===== config.mk =====
export PLATFORM = sky130hd
export DESIGN_NAME = tcw_front
export DESIGN_NICKNAME = d
export VERILOG_FILES = /design/src/hw/rtl/tcw_pkg.sv /design/src/hw/rtl/tcw_front.sv
export SDC_FILE = /design/constraint.sdc
export NUM_CORES = 1
export LEC_CHECK = 0
export BUFFER_PORTS_ARGS = -buffer_cell sky130_fd_sc_hd__buf_2
export CAP_MARGIN = 25
export CORE_MARGIN = 1
export CORE_UTILIZATION = 40
export DETAILED_ROUTE_END_ITERATION = 8
export HOLD_SLACK_MARGIN = 0.02
export MAX_ROUTING_LAYER = met4
export PLACE_DENSITY = 0.66
export SKIP_CTS_REPAIR_TIMING = 1
export SYNTH_ARGS = -nofsm -noshare
export SYNTH_HDL_FRONTEND = slang
export SYNTH_SLANG_ARGS = --single-unit

===== constraint.sdc =====
create_clock -name clk_i -period 2 [get_ports clk_i]
set_input_delay 0 -clock clk_i [delete_from_list [all_inputs] [get_ports clk_i]]
set_output_delay 0 -clock clk_i [all_outputs]
set_load 0.05 [all_outputs]

===== src/hw/rtl/tcw_pkg.sv =====
`timescale 1ns / 1ps
`default_nettype none

package tcw_pkg;

  localparam int COLUMNS_DEF = 80;
  localparam int ROWS_DEF    = 25;

  localparam int COL_W  = 7;
  localparam int ROW_W  = 5;
  localparam int CHAR_W = 8;
  localparam int CELL_W = 16;

  localparam logic [7:0]  CH_NL      = 8'h0A;
  localparam logic [7:0]  CH_CR      = 8'h0D;
  localparam logic [7:0]  CH_BS      = 8'h08;
  localparam logic [7:0]  CH_TAB     = 8'h09;
  localparam logic [7:0]  CH_SPACE   = 8'h20;
  localparam logic [7:0]  COLOR_RST  = 8'h07;
  localparam logic [15:0] CELL_RST   = 16'h0720;

  typedef enum logic [1:0] {
    KIND_PUT = 2'd0,
    KIND_SET = 2'd1,
    KIND_CLR = 2'd2,
    KIND_RD  = 2'd3
  } kind_e;

  typedef enum logic [2:0] {
    OP_PUT = 3'd0,
    OP_NL  = 3'd1,
    OP_CR  = 3'd2,
    OP_BS  = 3'd3,
    OP_TAB = 3'd4,
    OP_SET = 3'd5,
    OP_CLR = 3'd6,
    OP_RD  = 3'd7
  } op_e;

  // classified command handed from front to back
  typedef struct packed {
    op_e               op;
    logic [CHAR_W-1:0] ch;
    logic [COL_W-1:0]  col;
    logic [ROW_W-1:0]  row;
    logic              in_range;
  } cmd_t;

  // back to front status
  typedef struct packed {
    logic take;
    logic init_busy;
  } back_stat_t;

endpackage

`default_nettype wire


===== src/hw/rtl/tcw_front.sv =====
`timescale 1ns / 1ps
`default_nettype none

module tcw_front #(
  parameter int COLUMNS = 80,
  parameter int ROWS    = 25
) (
  input  wire logic                clk_i,
  input  wire logic                rst_ni,
  input  wire logic                push,
  output logic                     full,
  input  wire logic [1:0]          kind_i,
  input  wire logic [7:0]          char_code_i,
  input  wire logic [6:0]          col_in_i,
  input  wire logic [4:0]          row_in_i,
  input  wire tcw_pkg::back_stat_t stat_i,
  output logic                     cmd_valid_o,
  output tcw_pkg::cmd_t            cmd_o
);
  import tcw_pkg::*;

  cmd_t       q_mem [2];
  logic       wr_ptr_q, wr_ptr_d, rd_ptr_q, rd_ptr_d;
  logic [1:0] cnt_q, cnt_d;
  cmd_t       cls;
  logic       acc, take;

  // classify the incoming item
  always_comb begin
    cls.ch       = char_code_i;
    cls.col      = col_in_i;
    cls.row      = row_in_i;
    cls.in_range = (32'(col_in_i) < COLUMNS) && (32'(row_in_i) < ROWS);
    case (kind_e'(kind_i))
      KIND_PUT: begin
        case (char_code_i)
          CH_NL:   cls.op = OP_NL;
          CH_CR:   cls.op = OP_CR;
          CH_BS:   cls.op = OP_BS;
          CH_TAB:  cls.op = OP_TAB;
          default: cls.op = OP_PUT;
        endcase
      end
      KIND_SET: cls.op = OP_SET;
      KIND_CLR: cls.op = OP_CLR;
      KIND_RD:  cls.op = OP_RD;
      default:  cls.op = OP_RD;
    endcase
  end

  assign full        = (cnt_q == 2'd2) || stat_i.init_busy;
  assign acc         = push && !full;
  assign take        = stat_i.take && (cnt_q != 2'd0);
  assign cmd_valid_o = (cnt_q != 2'd0);
  assign cmd_o       = q_mem[rd_ptr_q];

  always_comb begin
    wr_ptr_d = acc ? ~wr_ptr_q : wr_ptr_q;
    rd_ptr_d = take ? ~rd_ptr_q : rd_ptr_q;
    cnt_d    = cnt_q + 2'(acc) - 2'(take);
  end

  always_ff @(posedge clk_i) begin
    if (acc) begin
      q_mem[wr_ptr_q] <= cls;
    end
  end

  always_ff @(posedge clk_i or negedge rst_ni) begin
    if (!rst_ni) begin
      wr_ptr_q <= 1'b0;
      rd_ptr_q <= 1'b0;
      cnt_q    <= 2'd0;
    end else begin
      wr_ptr_q <= wr_ptr_d;
      rd_ptr_q <= rd_ptr_d;
      cnt_q    <= cnt_d;
    end
  end

endmodule

`default_nettype wire


After elaboration in Yosys (flattened, before gate mapping)
Memories as Yosys holds them, arrays and structs flattened.
Index checks and enable logic that the tools add are counted.
{ "classes": {"addsub": 2, "order_cmp": 2, "eq_ne": 8, "muxes": 4, "bitwise": 2, "reduce_logical": 7} }
{ "ops": {"columns": ["op", "n"], "rows": [
  ["8-bit by 4-bit equality test with 1-bit output, second input constant", 4],
  ["3-bit one-hot mux with 4 select lines", 2],
  ["7-bit less-than comparator, second input constant", 1],
  ["2-bit equality test, second input constant", 3],
  ["5-bit less-than comparator, second input constant", 1],
  ["1-bit logical AND", 3],
  ["2-bit by 1-bit adder with 2-bit output", 1],
  ["2-bit by 1-bit equality test with 1-bit output, second input constant", 1],
  ["2-bit logical NOT", 1],
  ["1-bit two-way mux", 2],
  ["1-bit NOT", 2],
  ["2-bit nonzero test", 1],
  ["2-bit by 1-bit subtractor with 2-bit output", 1],
  ["1-bit logical NOT", 1],
  ["1-bit logical OR", 1]
]} }
{ "word_totals": {"ff_bits": 4, "ram_bits": 48, "output_inout_bits": 26, "wordCells": 29, "n_memories": 1} }
{ "mem_list": {"columns": ["memory", "depth", "word_bits", "read_ports", "rd_ports_with_merged_regs", "write_ports", "line_no", "rtl"], "rows": [
  ["q_mem", 2, 24, 1, 0, 1, "tcw_front.sv:22", "cmd_t q_mem [2];"]
]} }

Logic depth before layout (Yosys ltp)
{ "depth": {"depth_word": 6, "ltp_mapped": 7, "mapped_depth_nobuf": 7} }

Worst setup path after synthesis
Ideal clock, no wire load.
{ "synth_path": {"path_type": "register to register", "start": "reg cnt_q[0]", "end": "mem q_mem[1][0] (netlist name), enable pin", "setup_ps": 405, "t_arrival_ps": 1769, "required_time_ps": 1595, "setup_slack_ps": -174, "path_stages_with_launch": 4, "n_path_buf": 0, "synth_period_minus_slack_ps": 2174, "path_cell_list": "dfrtp_1 > inv_1 > a211o_1 > nor2_1"} }
{ "synth_via": {"elab_chain_cells": 6} }
{ "synth_lines": {"columns": ["element", "line_no", "rtl"], "rows": [
  ["start, declared", "tcw_front.sv:24", "logic [1:0] cnt_q, cnt_d;"],
  ["start signal, assigned", "tcw_front.sv:77", "cnt_q <= cnt_d;"],
  ["2-bit equality test", "tcw_front.sv:51", "assign full = (cnt_q == 2'd2) || stat_i.init_busy;"],
  ["1-bit logical OR", "tcw_front.sv:51", null],
  ["1-bit logical NOT", "tcw_front.sv:52", "assign acc = push && !full;"],
  ["1-bit logical AND", "tcw_front.sv:52", null],
  ["1-bit two-way mux", "tcw_front.sv:64", "if (acc) begin"],
  ["1-bit two-way mux (not written as such)", "tcw_front.sv:65", "q_mem[wr_ptr_q] <= cls;"],
  ["end, declared", "tcw_front.sv:22", null]
]} }
No other way between the ends.

Worst setup path in the final report
{ "layout_path": {"start": "reg cnt_q[1]", "end": "reg cnt_q[1]"} }
{ "layout_via": {"word_cells_on_any_way": 8} }
{ "layout_lines": {"columns": ["element", "line_no", "rtl"], "rows": [
  ["2-bit nonzero test", "tcw_front.sv:53", "assign take = stat_i.take && (cnt_q != 2'd0);"],
  ["1-bit logical AND", "tcw_front.sv:53", null],
  ["via take", "tcw_front.sv:26", "logic acc, take;"],
  ["2-bit by 1-bit subtractor with 2-bit output", "tcw_front.sv:60", "cnt_d = cnt_q + 2'(acc) - 2'(take);"],
  ["via cnt_d[1]", "tcw_front.sv:24", null]
]} }
The timed path passes the listed nets, and every way through them passes these cells.
A chain may end at the register's enable or synchronous reset.

==> qor.yml <==
status: "complete, no violations"
power.internal_w: 0.00230
holdWs_ns: 0.0184
syn_area_per_cell_sq_um: 19.0
synthesis.area_sq_um: 2030
drtIter0Drc: 20
seq_area_frac_synth: 0.760
reg2reg_depth: 7
power_density_nw_per_um2: 1360
power_w: 0.00372
final_util: 0.566
place_congestion: 0.770
area_growth_pct: 34.4
io_buffers: 52
synth_most_common_cell: "edfxtp_1"
htree_levels: 2
slowest_delay_ns: 0.43
setup_viol: 0
ys_ff_latch: 52
p_leak_nw: 1.05
initial_utilization: 0.421
crit_path_start: "cnt_q[1]"
worstMarginPinSlew_ns: 0.363
vias: 1178
n_antenna_cell: 0
post-route-period-util: 0.874
grt_pass1_vias: 1128
die_w_um: 73.2
grt.overflow.total: 0
io_pins: 53
synth_top_area_frac: 0.710
synthArstFlopShare: 0.0769
p_switching_w: 0.00142
combinationalPowerShare: 0.402
clock_sinks: 52
path_class: "reg2reg"
rsz0062_at_grt: "false"
syn_inst: 107
worstSkewPairLatency_ns: 0.29
switching_share: 0.382
synth_area_leaders: "edfxtp_1 71%, mux2_1 11%, dfrtp_1 4.9%, mux2_2 2.8%, xnor2_1 1.3%"
peakVddDrop_mv: 0.690
cp_max_fo: 4
p_clk_frac: 0.214
layout.nets: 217
max_cap_viol_count: 0
syn_nets: 136
critPathCaptureType: "flop"
routed_wl_um: 3670
seqCellArea_sq_um: 1540
ant_nets: 0
fp.dieH_um: 73.2
dpl_cell_area_sq_um: 2390
post_synth_num_cell_types: 23
synth_common_cells: "48 x edfxtp_1, 19 x mux2_1, 6 x inv_1, 5 x mux2_2, 4 x dfrtp_1"
layout.cells.non_filler: 255
cpMaxStageDelayCell: "dfrtp_1"
arrival_ns: 1.97
dr.pass1.iters: 4
hpwlAfterDp_um: 2400
hold_viol: 0
clockBufferDepth: 2
synth_area_leader_cell: "edfxtp_1"
die-area_sq_um: 5360
path_delay_family: "adder cells"
layout_min_cycle_time_ns: 1.75
slew_headroom: 0.755
clock-root-buffer: "clkbuf_8"
cts_made_buffers: 5
final_area_sq_um: 2730
cts_tree: "built"
crit_path_end: "cnt_q[1]"
nFillCells: 392
reg2reg_from: "cnt_q[1]"
multi_input_area_sq_um: 450
track_usage: 0.140
grt_max_degree: 25
ys.flop_type: "edfxtp_1"
cp_cell_sequence: "or2_1, and2_1, ha_1, inv_1, ha_1, xnor2_1, xnor2_1"
worst_clock_skew_ns: 0.00476
r2r_end: "cnt_q[1]"
p_seq_frac: 0.384
critPathBufInv: 1
rows: 25
grt_pass1_wl_um: 5220
drc: 0
cts.clk_slew.worst_paths_ns: 0.08
dp.cells: 227
clock.fmax_mhz: 572
hold_class: "in2reg"
synth_edf_count: 48
via_per_inst: 4.62
fp.coreArea_sq_um: 4820
r2r_setup_slack_ns: 0.25
crit_path_start_kind: "flop"
drt-wirelength-per-cell_um: 14.4
cp.depth: 7
layout-drive-gt1-share: 0.378
antenna_found_initial: 0
required_ns: 2.22
maxSlewViolCount: 0
synth_warnings: 0
==> per-layer routing <==
metal  wire length, um  GRT usage  up-vias
met1              1470      0.149      560
met5                 0          -        -
met2              1980      0.247       41
met3               141     0.0345        9
met4                82     0.0588        0
li1                  -          -      568
==> power groups by stage <==
| stage | Combinational [W] | Sequential (W) | Clock [W] |
|---|---|---|---|
| global route | 0.00158 | 0.00144 | 0.000859 |
| detailed placement | 0.00148 | 0.00145 | 0 |
| floorplan | 0.00117 | 0.00144 | 0 |
| finish | 0.00149 | 0.00143 | 0.000797 |
| global placement | 0.00145 | 0.00144 | 0 |
| CTS | 0.00148 | 0.00143 | 0.000815 |
==> stage by stage <==
step	setup TNS, ns	worst slack (ns)
after floorplan	-8.36	-0.174
after detailed placement	0	0.268
final	0	0.252
after global routing	0	0.161
after CTS	0	0.246
after global placement	0	0.351
==> logic make-up (layout without fill, tap and decap cells) <==
group	count (synthesis)	after routing	share of synthesized area
simple gates	8	8	0.0210
compound gates	7	7	0.0314
xor+xnor	5	5	0.0216
buf+inv	9	90	0.0210
fa+ha+maj	2	2	0.0123
mux	24	24	0.133
flops	52	52	0.760
==> worst min-delay path by stage <==
| stage | slack [ns] | endpoint | startpoint | cells after the start |
|---|---|---|---|---|
| detailed placement | -0.19 | cnt_q[0] | rst_ni | 1 |
| global route | 0.03 | cnt_q[0] | rst_ni | 2 |
| finish | 0.02 | q_mem[1][22] | kind_i[1] | 3 |
| CTS | -0.51 | cnt_q[0] | rst_ni | 1 |
| floorplan | -0.30 | cnt_q[0] | rst_ni | 0 |
| global placement | -0.19 | cnt_q[1] | rst_ni | 1 |
==> layout make-up <==
cell class              count  share of cell area
clock buffers               5              0.0252
clock inverters             2              0.0220
inverters                   6             0.00826
multi-input cells          46               0.165
flip-flops and latches     52               0.565
well taps                  67              0.0307
repair buffers             77               0.183
==> cell usage in the layout, fill, tap and decap left out, drive strengths merged, types with 2 or more instances in the layout <==
cell,instances
and2,2
buf,56
bufinv,2
clkbuf,5
dfrtp,4
dlygate4sd3,21
edfxtp,48
ha,2
inv,6
mux2,24
nor2,2
o311ai,2
o41ai,2
xnor2,3
xor2,2
==> worst reg2reg max path, stage by stage (launching register included) <==
cell and delay (ns):
dfrtp_1 0.43, or2_1 0.26, and2_1 0.19, ha_1 0.28
inv_1 0.04, ha_1 0.17, xnor2_1 0.18, xnor2_1 0.14
==> registers in the layout (all words and copies together), names as in the netlist <==
| name | cells |
|---|---|
| wr_ptr_q | 1 |
| cnt_q | 2 |
| rd_ptr_q | 1 |
| q_mem | 48 |
Power figures use the tool's default switching activity.
